### src/rtl/core/pt_pkg.sv
// ---------------------------------------------------------------------------
// pt_pkg
// Shared types, codes and helpers of the tabulated pair force core.
// ---------------------------------------------------------------------------
`default_nettype none

package pt_pkg;

    // default table resolution
    localparam int RES_DEFAULT = 1024;
    // width of a table coordinate index (covers the full resolution range)
    localparam int M_W = 17;

    // input function codes
    localparam logic [1:0] FN_WRITE_E  = 2'd0;
    localparam logic [1:0] FN_WRITE_D  = 2'd1;
    localparam logic [1:0] FN_NEIGHBOR = 2'd2;

    // result status codes
    localparam logic [2:0] ST_APPLIED    = 3'd0;
    localparam logic [2:0] ST_TYPE_SKIP  = 3'd1;
    localparam logic [2:0] ST_BEYOND     = 3'd2;
    localparam logic [2:0] ST_ZERO_TABLE = 3'd3;
    localparam logic [2:0] ST_BAD_RADIUS = 3'd4;
    localparam logic [2:0] ST_WRITTEN    = 3'd5;

    // configuration register indexes
    localparam logic [1:0] CFG_CUTOFF  = 2'd0;
    localparam logic [1:0] CFG_SCALE   = 2'd1;
    localparam logic [1:0] CFG_PARTNER = 2'd2;
    localparam logic [1:0] CFG_MATCH   = 2'd3;

    typedef struct packed {
        logic [47:0] cutoff_sq;
        logic [31:0] index_scale;
        logic [7:0]  partner_type;
        logic        match_any;
    } cfg_t;

    // what the back end has to do with a queued beat
    typedef enum logic [1:0] {
        KIND_WRITE_E,
        KIND_WRITE_D,
        KIND_REPORT,
        KIND_APPLY
    } kind_t;

    typedef struct packed {
        kind_t              kind;
        logic [2:0]         status;
        logic [15:0]        index;
        logic [10:0]        waddr;
        logic signed [31:0] value;
        logic signed [23:0] dx;
        logic signed [23:0] dy;
        logic signed [23:0] dz;
        logic [M_W-1:0]     m;
        logic [15:0]        t;
        logic               last;
    } q_entry_t;

    typedef enum logic [2:0] {
        F_IDLE,
        F_SQ,
        F_SUM,
        F_MUL,
        F_QCALC,
        F_PUSH
    } front_state_t;

    typedef enum logic [3:0] {
        B_IDLE,
        B_READ,
        B_COEF,
        B_M1,
        B_M2,
        B_M3,
        B_V,
        B_FORCE,
        B_EMIT
    } back_state_t;

    typedef struct packed {
        logic signed [35:0] c1;
        logic signed [35:0] c2;
        logic signed [35:0] c3;
    } coef_t;

    // catmull-rom coefficients from four neighbouring table words
    function automatic coef_t calc_coef(input logic signed [31:0] p0,
                                        input logic signed [31:0] p1,
                                        input logic signed [31:0] p2,
                                        input logic signed [31:0] p3);
        logic signed [35:0] e0;
        logic signed [35:0] e1;
        logic signed [35:0] e2;
        logic signed [35:0] e3;
        coef_t c;
        e0 = 36'(p0);
        e1 = 36'(p1);
        e2 = 36'(p2);
        e3 = 36'(p3);
        c.c1 = e2 - e0;
        c.c2 = 36'sd2 * e0 - 36'sd5 * e1 + 36'sd4 * e2 - e3;
        c.c3 = 36'sd3 * (e1 - e2) + e3 - e0;
        return c;
    endfunction

    // clamp to the signed 48 bit range
    function automatic logic signed [47:0] sat48(input logic signed [49:0] v);
        logic signed [47:0] r;
        if (v[49:47] != 3'b000 && v[49:47] != 3'b111)
            r = v[49] ? {1'b1, 47'd0} : {1'b0, {47{1'b1}}};
        else
            r = v[47:0];
        return r;
    endfunction

    // clamp to the signed 32 bit range
    function automatic logic signed [31:0] sat32(input logic signed [47:0] v);
        logic signed [31:0] r;
        if (v[47:31] != {17{1'b0}} && v[47:31] != {17{1'b1}})
            r = v[47] ? {1'b1, 31'd0} : {1'b0, {31{1'b1}}};
        else
            r = v[31:0];
        return r;
    endfunction

endpackage

`default_nettype wire

### src/rtl/core/pt_queue.sv
// ---------------------------------------------------------------------------
// pt_queue
// Two-entry queue between the classifying front end and the back end.
// ---------------------------------------------------------------------------
`default_nettype none

module pt_queue (
    input  wire logic             clk,
    input  wire logic             rst_n,
    input  wire logic             push_valid,
    input  wire pt_pkg::q_entry_t push_entry,
    output logic                  q_full,
    output logic                  q_valid,
    input  wire logic             pop,
    output pt_pkg::q_entry_t      head
);

    pt_pkg::q_entry_t slot_reg [2];
    logic             wr_ptr_reg, wr_ptr_next;
    logic             rd_ptr_reg, rd_ptr_next;
    logic [1:0]       count_reg, count_next;
    logic             do_push;
    logic             do_pop;

    // pointer and count update
    always_comb
    begin
        do_push     = push_valid && (count_reg != 2'd2);
        do_pop      = pop && (count_reg != 2'd0);
        wr_ptr_next = do_push ? ~wr_ptr_reg : wr_ptr_reg;
        rd_ptr_next = do_pop ? ~rd_ptr_reg : rd_ptr_reg;
        count_next  = count_reg + 2'(do_push) - 2'(do_pop);
    end

    always_ff @(posedge clk or negedge rst_n)
    begin
        if (!rst_n)
        begin
            wr_ptr_reg <= 1'b0;
            rd_ptr_reg <= 1'b0;
            count_reg  <= 2'd0;
        end
        else
        begin
            wr_ptr_reg <= wr_ptr_next;
            rd_ptr_reg <= rd_ptr_next;
            count_reg  <= count_next;
        end
    end

    // entry storage
    always_ff @(posedge clk)
    begin
        if (do_push)
        begin
            slot_reg[wr_ptr_reg] <= push_entry;
        end
    end

    assign q_full  = (count_reg == 2'd2);
    assign q_valid = (count_reg != 2'd0);
    assign head    = slot_reg[rd_ptr_reg];

endmodule

`default_nettype wire

### config.mk
export PLATFORM = sky130hd
export DESIGN_NAME = pt_queue
export DESIGN_NICKNAME = d
export VERILOG_FILES = /design/src/rtl/core/pt_pkg.sv /design/src/rtl/core/pt_queue.sv
export SDC_FILE = /design/constraint.sdc
export NUM_CORES = 1
export LEC_CHECK = 0
export ABC_AREA = 1
export BUFFER_PORTS_ARGS = -buffer_cell sky130_fd_sc_hd__buf_2
export CAP_MARGIN = 15
export CORE_UTILIZATION = 35
export CTS_BUF_LIST = sky130_fd_sc_hd__clkbuf_8
export DETAILED_ROUTE_END_ITERATION = 8
export PLACE_DENSITY = 0.67
export SLEW_MARGIN = 20
export SYNTH_ARGS = -nofsm -noshare
export SYNTH_HDL_FRONTEND = slang
export SYNTH_SLANG_ARGS = --single-unit
export TNS_END_PERCENT = 20
### constraint.sdc
create_clock -name clk -period 12.65 [get_ports clk]
set_input_delay 1.265 -clock clk [delete_from_list [all_inputs] [get_ports clk]]
set_output_delay 1.265 -clock clk [all_outputs]
set_load 0.01 [all_outputs]
After elaboration in Yosys (flattened, before gate mapping)
Memories as Yosys holds them, arrays and structs flattened.
Index checks and enable logic that the tools add are counted.
- mux-type cells: 2
- div/mod/pow operators: 0
- add/sub/neg operators: 2
- bitwise gates (word level): 2
- shifts and indexed selects: 0
- reductions and logical operators: 3
- multipliers: 0
- equal/unequal tests: 2
- order comparisons: 0
- operator list (operator ; number):
    $add A2 B1 Y2 ; 1
    $eq A2 B2 Y1 const B ; 1
    $logic_and A1 B1 Y1 ; 2
    $mux W1 ; 2
    $ne A2 B2 Y1 const B ; 1
    $not A1 Y1 ; 2
    $reduce_bool A2 Y1 ; 1
    $sub A2 B1 Y2 ; 1
- memories: 1
- bits in latches: 0
- memory bits (writable): 340
- register bits after elaboration: 4
- memory bits (read-only): 0
- output and inout bits: 172
- memories (memory ; words ; bits a word ; read ports ; clocked after Yosys merged registers in ; wr ports ; RTL line ; source):
    slot_reg ; 2 ; 170 ; 1 ; 0 ; 1 ; pt_queue.sv:18 ; pt_pkg::q_entry_t slot_reg [2];

Longest topological paths before layout
Gate-level depths: netlist (run 1).
- depth after elaboration: 4
- mapped depth: 10
- depth with buffers taken out: 10

Worst setup path after synthesis (run 1)
Ideal clock, no wire load.
- path kind: input -> register
- from: in push_valid
- to: mem slot_reg[1][0] in the netlist's numbering, enable pin
- path slack: 3.546 ns
- arrival: 8.402 ns
- cell stages on the path: 2
- cells stage by stage: nand2_1 > nor2_1
- longest elaborated chain between the ends: 3
- ends and longest elaborated chain (item ; RTL line ; source):
    start, declared ; pt_queue.sv:10 ; input wire logic push_valid,
    $logic_and A1 B1 Y1 ; pt_queue.sv:28 ; do_push = push_valid && (count_reg != 2'd2);
    $mux W1 ; pt_queue.sv:54 ; if (do_push)
    $mux W1 (implied by the code) ; pt_queue.sv:56 ; slot_reg[wr_ptr_reg] <= push_entry;
    end, declared ; pt_queue.sv:18 ;
No other way between the ends.

==> results of run 1 <==
==> worst max-delay path, delay by kind of cell (launching register included) <==
family	cells	cell delay [ps]
buf+inv	3	1540
flops	1	670
simple gates	2	290
==> through the flow <==
| step | power [W] | area [µm²] |
|---|---|---|
| after floorplan | 0.00239 | 12600 |
| after global placement | 0.00279 | 14800 |
| after detailed placement | 0.00281 | 14800 |
| after CTS | 0.00376 | 15800 |
| after global routing | 0.00395 | 15800 |
| final | 0.00370 | 15800 |
==> synth_stat cells <==
cell      instances  area (µm²)
nand2_1         513        1930
edfxtp_1        340       10200
buf_2            23         115
buf_6            10         113
nand2_2          10        62.6
inv_1             9        33.8
dfrtp_1           4         100
buf_4             3        22.5
nand3_1           3        15.0
ha_1              2        25.0
clkbuf_1          1        3.75
inv_4             1        6.26
nor2_1            1        3.75
==> power groups by stage <==
| stage | clock network (W) | logic [W] | registers, W |
|---|---|---|---|
| 2_1_floorplan | 0 | 0.000707 | 0.00168 |
| 6_report | 0.000941 | 0.00112 | 0.00164 |
| 5_1_grt | 0.00102 | 0.00127 | 0.00166 |
| 3_5_place_dp | 0 | 0.00114 | 0.00166 |
| 3_3_place_gp | 0 | 0.00114 | 0.00165 |
| 4_1_cts | 0.000978 | 0.00115 | 0.00164 |
==> final cells by class <==
cell class / instances / share of cell area (%)
repair buffers: 350 / 11.2
clock buffers: 57 / 4.95
clock inverters: 39 / 1.86
diodes: 5 / 0.0790
flip-flops and latches: 344 / 65.1
inverters: 10 / 0.300
well taps: 461 / 3.64
multi-input cells: 529 / 12.9
==> logic make-up after synthesis <==
kind of cell / count (synthesis) / share of synthesized area (%)
adder cells (fa/ha/maj): 2 / 0.198
buffers and inverters: 47 / 2.33
flip-flops: 344 / 81.6
AND/OR/NAND/NOR: 527 / 15.9
==> worst max-delay path by stage <==
stage	to	from
after detailed placement	head[125]	rd_ptr_reg
final	head[124]	rd_ptr_reg
after global placement	head[124]	rd_ptr_reg
after floorplan	slot_reg[1][0]	push_valid
after global routing	head[125]	rd_ptr_reg
after CTS	head[125]	rd_ptr_reg
==> layer usage <==
metal,global-route usage [%],vias to the layer above,routed length (µm),share of wire (%)
met4,6.51,6,678,2.4
met5,0,-,51,0.18
li1,-,3867,-,-
met2,25.8,329,14000,49
met3,5.90,53,3030,11
met1,16.6,3663,10600,37
==> reports/qor.csv, run 1 <==
metric,value,unit
Gate power share,30.3,%
worst setup margin,8130,ps
Post-Syn Area,12600,µm²
Core ar.,35600,µm²
DR vias/cell,4.41,
vias in the first global route,7856,
Worst R2R Path Depth,4,
RSZ-0062 raised after global routing,false,
synth unique cells,13,
most frequent cells in the layout,"nand2_1, buf_2, edfxtp_1, clkbuf_8, inv_1",
# IOs,346,
Post-Layout Cell Count,1795,
worst hold slack,466,ps
Final setup viols,0,
"Avg Cell Area, Syn",13.7,µm²
Slew headroom,15.0,%
Reg area,10300,µm²
"Max FO, Critical Path",113,
DR WL/cell,15.8,µm
die height,192,µm
switch share,34.2,%
Fin. Hold Viols,0,
clk_skew,17.8,ps
CP Data Arrival Time,3260,ps
filler cell count,3248,
largest net degree at the start of global routing,160,
Total GRT Usage,15.1,%
first-pass GRT wire length,41900,µm
die area,36900,µm²
post-route setup TNS,0,ps
Critical Path Sink Type,output port,
Synth Instances,920,
CTS max path bufs,3,
CTS Sinks,344,
Placer Congestion,0.772,
Worst setup SP type,flop,
Nets,1467,
DRC violations left,0,
postcts setup bufs,0,
"commonest non-fill, non-tap cell in the layout",nand2_1,
total CTS buffers,56,
antenna-violating nets left,0,
CTS hold repair buffers,0,
status,completed,
Setup CP Type,flop to output port,
Ys Warns,0,
Port Buffers,345,
Max Cap Viol,0,
worst-margin pin slew,1270,ps
Pint,0.00243,W
worst skew pair latency,610,ps
CP cell instances,inv_6 -> buf_4 -> nand2_1 -> nand2_1 -> buf_2,
clock period minus worst slack,4520,ps
"Req. time, crit path",11390,ps
"Reg clk slew, reported paths",50,ps
Starting Density,35.5,%
reg-to-reg critical path endpoint,slot_reg[0][22],
pwr/cell area,233,nW/µm²
Lkg Pwr,6.84,nW
Yosys reg bits,344,
DRT Pass-1 Iters,5,
Die W,192,µm
layout cells sized above 1,32.7,%
Crit-path slowest cell,buf_4,
htree depth,2,
syn_nets,1096,
post_cts resized,0,
maximum clock frequency,221,MHz
Sw Pwr,0.00126,W
Placement Setup Slack,8740,ps
final WL,28400,µm
Finished Core Util,44.5,%
"setup slack, reg-to-reg",10020,ps
Area Overhead vs Synth,25.4,%
sequential share of the synthesized area,81.6,%
initial antenna violation count,7,
Hold Path Class,primary input to asynchronous set/reset pin,
Peak VDD IR,135,µV
Multi-input gate area,2040,µm²
detailed-route via count,7918,
# placed instances,1694,
CP most frequent cell,nand2_1,
Sequential Power Share,44.3,%
Initial DRC Count,290,
max FFs per register,340,
root buffer cell,clkbuf_8,
hpwl dp,17900,µm
max-slew violations,0,
fin crit share,35.8,%
origin of the critical flop-to-flop path,count_reg[1],
CP max stage delay,720,ps
# rows,69,
Clk pwr share,25.4,%
remaining global-route overflow,0,
CTS tree,done,
Power figures use the tool's default switching activity.
==> inputs of run 2 (changes only) <==
==> constraint.sdc (replaced) <==
create_clock -name clk -period 4.5 [get_ports clk]
set_input_delay 0.45 -clock clk [delete_from_list [all_inputs] [get_ports clk]]
set_output_delay 0.45 -clock clk [all_outputs]
set_load 0.01 [all_outputs]
==> reports/qor.csv, run 2 (synthesized netlist as in run 1, its figures left out) <==
metric,value,unit,change
"Max FO, Critical Path",73,,-35%
Met1 Wirelength,11600,µm,+9.6%
CP Data Arrival Time,2540,ps,-720 ps
DR vias/cell,4.45,,+0.96%
final WL,30700,µm,+8.2%
Die W,192,µm,unchanged
Starting Density,35.5,%,unchanged
worst skew pair latency,620,ps,about the same
Critical Path Sink Type,output port,,
Lkg Pwr,7.55,nW,+10%
die height,192,µm,unchanged
post-route setup TNS,0,ps,unchanged
Top Metal Used,met5,,
DR WL/cell,15.6,µm,-1.1%
status,completed,,
total CTS buffers,55,,-1.8%
CTS Sinks,344,,unchanged
pwr/cell area,596,nW/µm²,+160%
clk_skew,27.0,ps,+9.20 ps
maximum clock frequency,334,MHz,
antenna-violating nets left,0,,unchanged
Hold Path Class,primary input to flop,,
die area,36900,µm²,unchanged
Sequential Power Share,44.0,%,-0.3 points
Total GRT Usage,16.2,%,+1.1 points
DRC violations left,0,,unchanged
Fin. Hold Viols,0,,unchanged
# IOs,346,,unchanged
"commonest non-fill, non-tap cell in the layout",nand2_1,,
# rows,69,,unchanged
initial antenna violation count,3,,-4
Area Overhead vs Synth,38.4,%,
switch share,35.0,%,+0.83 points
Pint,0.00676,W,+180%
DRT Pass-1 Iters,5,,unchanged
met2 WL post-DR,15500,µm,+11%
largest net degree at the start of global routing,87,,-46%
Initial DRC Count,395,,+36%
final instance area,17500,µm²,+10%
CTS tree,done,,
CTS max path bufs,3,,unchanged
Placer Congestion,0.759,,-1.7%
post_cts resized,0,,unchanged
"Req. time, crit path",4050,ps,-7340 ps
metal3 WL,2760,µm,-8.9%
"Reg clk slew, reported paths",60,ps,about the same
Core ar.,35600,µm²,unchanged
remaining global-route overflow,0,,unchanged
detailed-route via count,8747,,+10%
filler cell count,3064,,-5.7%
vias in the first global route,8988,,+14%
hpwl dp,17900,µm,about the same
fin crit share,66.5,%,
Max Cap Viol,0,,unchanged
Gate power share,32.4,%,+2.1 points
worst setup margin,1510,ps,-6620 ps
first-pass GRT wire length,45600,µm,+9.0%
Peak VDD IR,412,µV,+200%
Worst setup SP type,flop,,
Nets,1636,,+12%
Slew headroom,41.7,%,+27 points
Setup CP Type,flop to output port,,
RSZ-0062 raised after global routing,false,,
Clk pwr share,23.5,%,-1.9 points
most frequent cells in the layout,"nand2_1, buf_2, edfxtp_1, dlygate4sd3_1, clkbuf_8",,
root buffer cell,clkbuf_8,,
Sw Pwr,0.00365,W,+190%
max-slew violations,0,,unchanged
Placement Setup Slack,2100,ps,-6640 ps
layout cells sized above 1,28.8,%,-3.8 points
Final setup viols,0,,unchanged
worst-margin pin slew,875,ps,-399 ps
htree depth,2,,unchanged
max FFs per register,340,,unchanged
Port Buffers,345,,unchanged
post-place instance area,14800,µm²,+0.46%
clock period minus worst slack,2990,ps,
run 2: changes by cell type in the layout (fill, tap and decap cells not counted), moves of 3 or more:
| cell | delta |
|---|---|
| buf_12 | +3 |
| bufinv_16 | -3 |
| diode_2 | -3 |
| dlygate4sd3_1 | +166 |
| inv_1 | +8 |
run 2: repair_timing:
action / 4_1_cts / 5_1_grt
hold buffers: 166 / 0
setup buffers: 0 / 0
hold endpoints to repair: 333 / 0
run 2: worst paths after layout:
kind	from	slack, ps	cells past startpoint	endpoint
min in group asynchronous	rst_n	180	2	count_reg[0]
worst min-delay path	push_entry[21]	70	1	slot_reg[0][21]
worst max-delay path	rd_ptr_reg	1510	4	head[14]
max in group asynchronous	rst_n	4180	2	rd_ptr_reg
worst max register to register	count_reg[0]	2300	5	slot_reg[0][54]
worst min register to register	wr_ptr_reg	490	2	wr_ptr_reg
run 2: metrics by stage:
step / power [W] / hold slack, ps / utilization [%] / std cells
after CTS: 0.0105 / 8.61 / 49.1 / 1962
after global routing: 0.0111 / 15.6 / 49.2 / 1964
after global placement: 0.00789 / 261 / 41.7 / 1698
after floorplan: 0.00664 / 154 / - / 920
final: 0.0104 / 65.5 / 49.2 / 1964
after detailed placement: 0.00794 / 264 / 41.7 / 1698
run 2: power by group through the flow:
| stage | clock (W) | combinational (W) | sequential, W |
|---|---|---|---|
| after detailed placement | 0 | 0.00330 | 0.00464 |
| after global routing | 0.00266 | 0.00379 | 0.00464 |
| after global placement | 0 | 0.00327 | 0.00462 |
| after floorplan | 0 | 0.00199 | 0.00464 |
| after CTS | 0.00252 | 0.00342 | 0.00458 |
| final | 0.00245 | 0.00338 | 0.00458 |
run 2: area by class of cell:
| cell class | instances | area [µm²] | area share [%] |
|---|---|---|---|
| inverter | 10 | 47.5 | 0.272 |
| clock inverter | 42 | 225 | 1.29 |
| tap | 461 | 577 | 3.30 |
| multi-input combinational | 529 | 2040 | 11.7 |
| clock buffer | 56 | 771 | 4.41 |
| timing repair buffer | 520 | 3510 | 20.1 |
| sequential | 344 | 10300 | 59.0 |
| antenna | 2 | 5.00 | 0.0286 |
run 2: layer usage:
metal	global-route usage, %	up-vias
met5	0	-
met2	28.8	342
li1	-	4196
met1	17.0	4146
met3	6.29	61
met4	6.27	2
run 2: worst max-delay path, cell delays in order (launching register included):
cell	delay, ps
dfrtp_4	670
buf_4	690
nand2_1	210
nand2_1	140
buf_2	150
==> inputs of run 3 (changes only) <==
==> constraint.sdc (replaced) <==
create_clock -name clk -period 3.1 [get_ports clk]
set_input_delay 0.31 -clock clk [delete_from_list [all_inputs] [get_ports clk]]
set_output_delay 0.31 -clock clk [all_outputs]
set_load 0.01 [all_outputs]
==> reports/qor.csv, run 3 (synthesized netlist as in run 1, its figures left out) <==
metric,value,unit,change
postcts setup bufs,0,,unchanged
Hold Path Class,primary input to asynchronous set/reset pin,,
Crit-path slowest cell,buf_12,,
RSZ-0062 raised after global routing,false,,
DRT Pass-1 Iters,5,,unchanged
"Reg clk slew, reported paths",60,ps,about the same
CP most frequent cell,nand2_1,,
Worst setup SP type,flop,,
root buffer cell,clkbuf_8,,
max FFs per register,340,,unchanged
Final setup viols,0,,unchanged
Finished Core Util,49.5,%,+0.32 points
Die W,192,µm,unchanged
Post-Layout Cell Count,1970,,+0.31%
vias in the first global route,8762,,-2.5%
final instance area,17600,µm²,+0.64%
layout cells sized above 1,29.3,%,+0.48 points
met3 Usage GRT,4.86,%,-1.4 points
Max Cap Viol,0,,unchanged
filler cell count,3030,,-1.1%
largest net degree at the start of global routing,172,,+98%
worst-margin pin slew,965,ps,+89.8 ps
pwr/cell area,864,nW/µm²,+45%
grt met1 use,18.6,%,+1.6 points
Initial DRC Count,401,,+1.5%
fin crit share,82.4,%,
CP Data Arrival Time,2240,ps,-300 ps
total power,0.0152,W,+46%
GR Util met2,27.4,%,-1.4 points
worst skew pair latency,590,ps,-30 ps
final WL,30700,µm,about the same
Gate power share,33.4,%,+1.0 points
initial antenna violation count,3,,unchanged
die area,36900,µm²,unchanged
family with the most delay on the worst path,buffers and inverters,,
most frequent cells in the layout,"nand2_1, buf_2, edfxtp_1, dlygate4sd3_1, clkbuf_8",,
crit path buf inv count,2,,unchanged
Sw Pwr,0.00534,W,+46%
# IOs,346,,unchanged
CTS Sinks,344,,unchanged
remaining global-route overflow,0,,unchanged
Port Buffers,345,,unchanged
"Max FO, Critical Path",171,,+130%
Critical Path Sink Type,output port,,
total CTS buffers,55,,unchanged
first-pass GRT wire length,45500,µm,-0.35%
clk_skew,15.5,ps,-11.5 ps
worst hold slack,52.5,ps,-12.9 ps
antenna-violating nets left,0,,unchanged
post-place instance area,14900,µm²,+0.41%
CP max stage delay,480,ps,-210 ps
Sequential Power Share,43.3,%,-0.7 points
switch share,35.1,%,+0.045 points
htree depth,2,,unchanged
Placer Congestion,0.738,,-2.7%
CP cell instances,buf_12 -> nand2_1 -> nand2_1 -> buf_2,,
status,completed,,
clock period minus worst slack,2550,ps,
post_cts resized,0,,unchanged
Pint,0.00987,W,+46%
CTS tree,done,,
Nets,1645,,+0.55%
"commonest non-fill, non-tap cell in the layout",nand2_1,,
"Req. time, crit path",2790,ps,-1260 ps
Lkg Pwr,7.57,nW,+0.24%
Slew headroom,35.7,%,-6.0 points
hpwl dp,17500,µm,-2.4%
DR vias/cell,4.42,,-0.86%
# rows,69,,unchanged
DRC violations left,0,,unchanged
CTS max path bufs,3,,unchanged
DR WL/cell,15.6,µm,-0.26%
maximum clock frequency,392,MHz,
max-slew violations,0,,unchanged
detailed-route via count,8698,,-0.56%
Fin. Hold Viols,0,,unchanged
Clk pwr share,23.2,%,-0.3 points
GRT busiest layer,met2,,
# placed instances,1700,,+0.12%
Core ar.,35600,µm²,unchanged
Starting Density,35.5,%,unchanged
Peak VDD IR,791,µV,+92%
Setup CP Type,flop to output port,,
Total GRT Usage,16.1,%,-0.097 points
die height,192,µm,unchanged
Area Overhead vs Synth,39.3,%,
-- run 3: cell count changes in the layout (fill, tap and decap cells not counted), sizes merged --
cell / before / now
clkinv: 17 / 24
buf: 354 / 356
dlygate4sd3: 166 / 173
inv: 32 / 22
clkinvlp: 1 / 2
clkbuf: 56 / 55
-- run 3: worst paths after layout --
kind                                      from          endpoint  slack (ps)  cells after the start
worst min-delay path                     rst_n      count_reg[1]          50                      2
worst min register to register      wr_ptr_reg        wr_ptr_reg         480                      2
max in group asynchronous                rst_n        rd_ptr_reg        2910                      2
worst max register to register    count_reg[1]  slot_reg[1][122]        1440                      4
worst max-delay path                rd_ptr_reg         head[153]         550                      4
min in group clk                push_entry[14]   slot_reg[1][14]         440                      2
-- run 3: repair_timing --
action                                  CTS  global route
hold endpoints to repair                346             0
endpoints found under the setup margin    0             0
hold buffers                            173             0
-- run 3: metrics by stage --
step                      setup slack [ps]  TNS [ps]
after global routing                   339         0
after CTS                              427         0
after global placement                1140         0
after detailed placement              1110         0
final                                  547         0
after floorplan                       -401   -135740
-- run 3: power by group through the flow --
stage | Clock, W | Combinational (W) | Sequential [W]
floorplan | 0 | 0.00291 | 0.00670
global placement | 0 | 0.00490 | 0.00664
detailed placement | 0 | 0.00494 | 0.00667
CTS | 0.00363 | 0.00513 | 0.00658
global route | 0.00383 | 0.00568 | 0.00667
finish | 0.00353 | 0.00508 | 0.00659
-- run 3: area by class of cell --
class                           count  area (µm²)  share of cell area, %
Sequential cell                   344       10300                   58.6
Timing Repair Buffer              529        3630                   20.6
Multi-Input combinational cell    529        2050                   11.6
Clock buffer                       55         757                   4.30
Tap cell                          461         577                   3.28
Clock inverter                     40         220                   1.25
Inverter                           10        46.3                  0.263
Antenna cell                        2        5.00                 0.0284
-- run 3: per-layer routing --
| metal | up-vias | routed length, µm |
|---|---|---|
| met5 | - | 11 |
| met4 | 2 | 817 |
| met3 | 61 | 2570 |
| met2 | 336 | 15200 |
| met1 | 4089 | 12100 |
| li1 | 4210 | - |
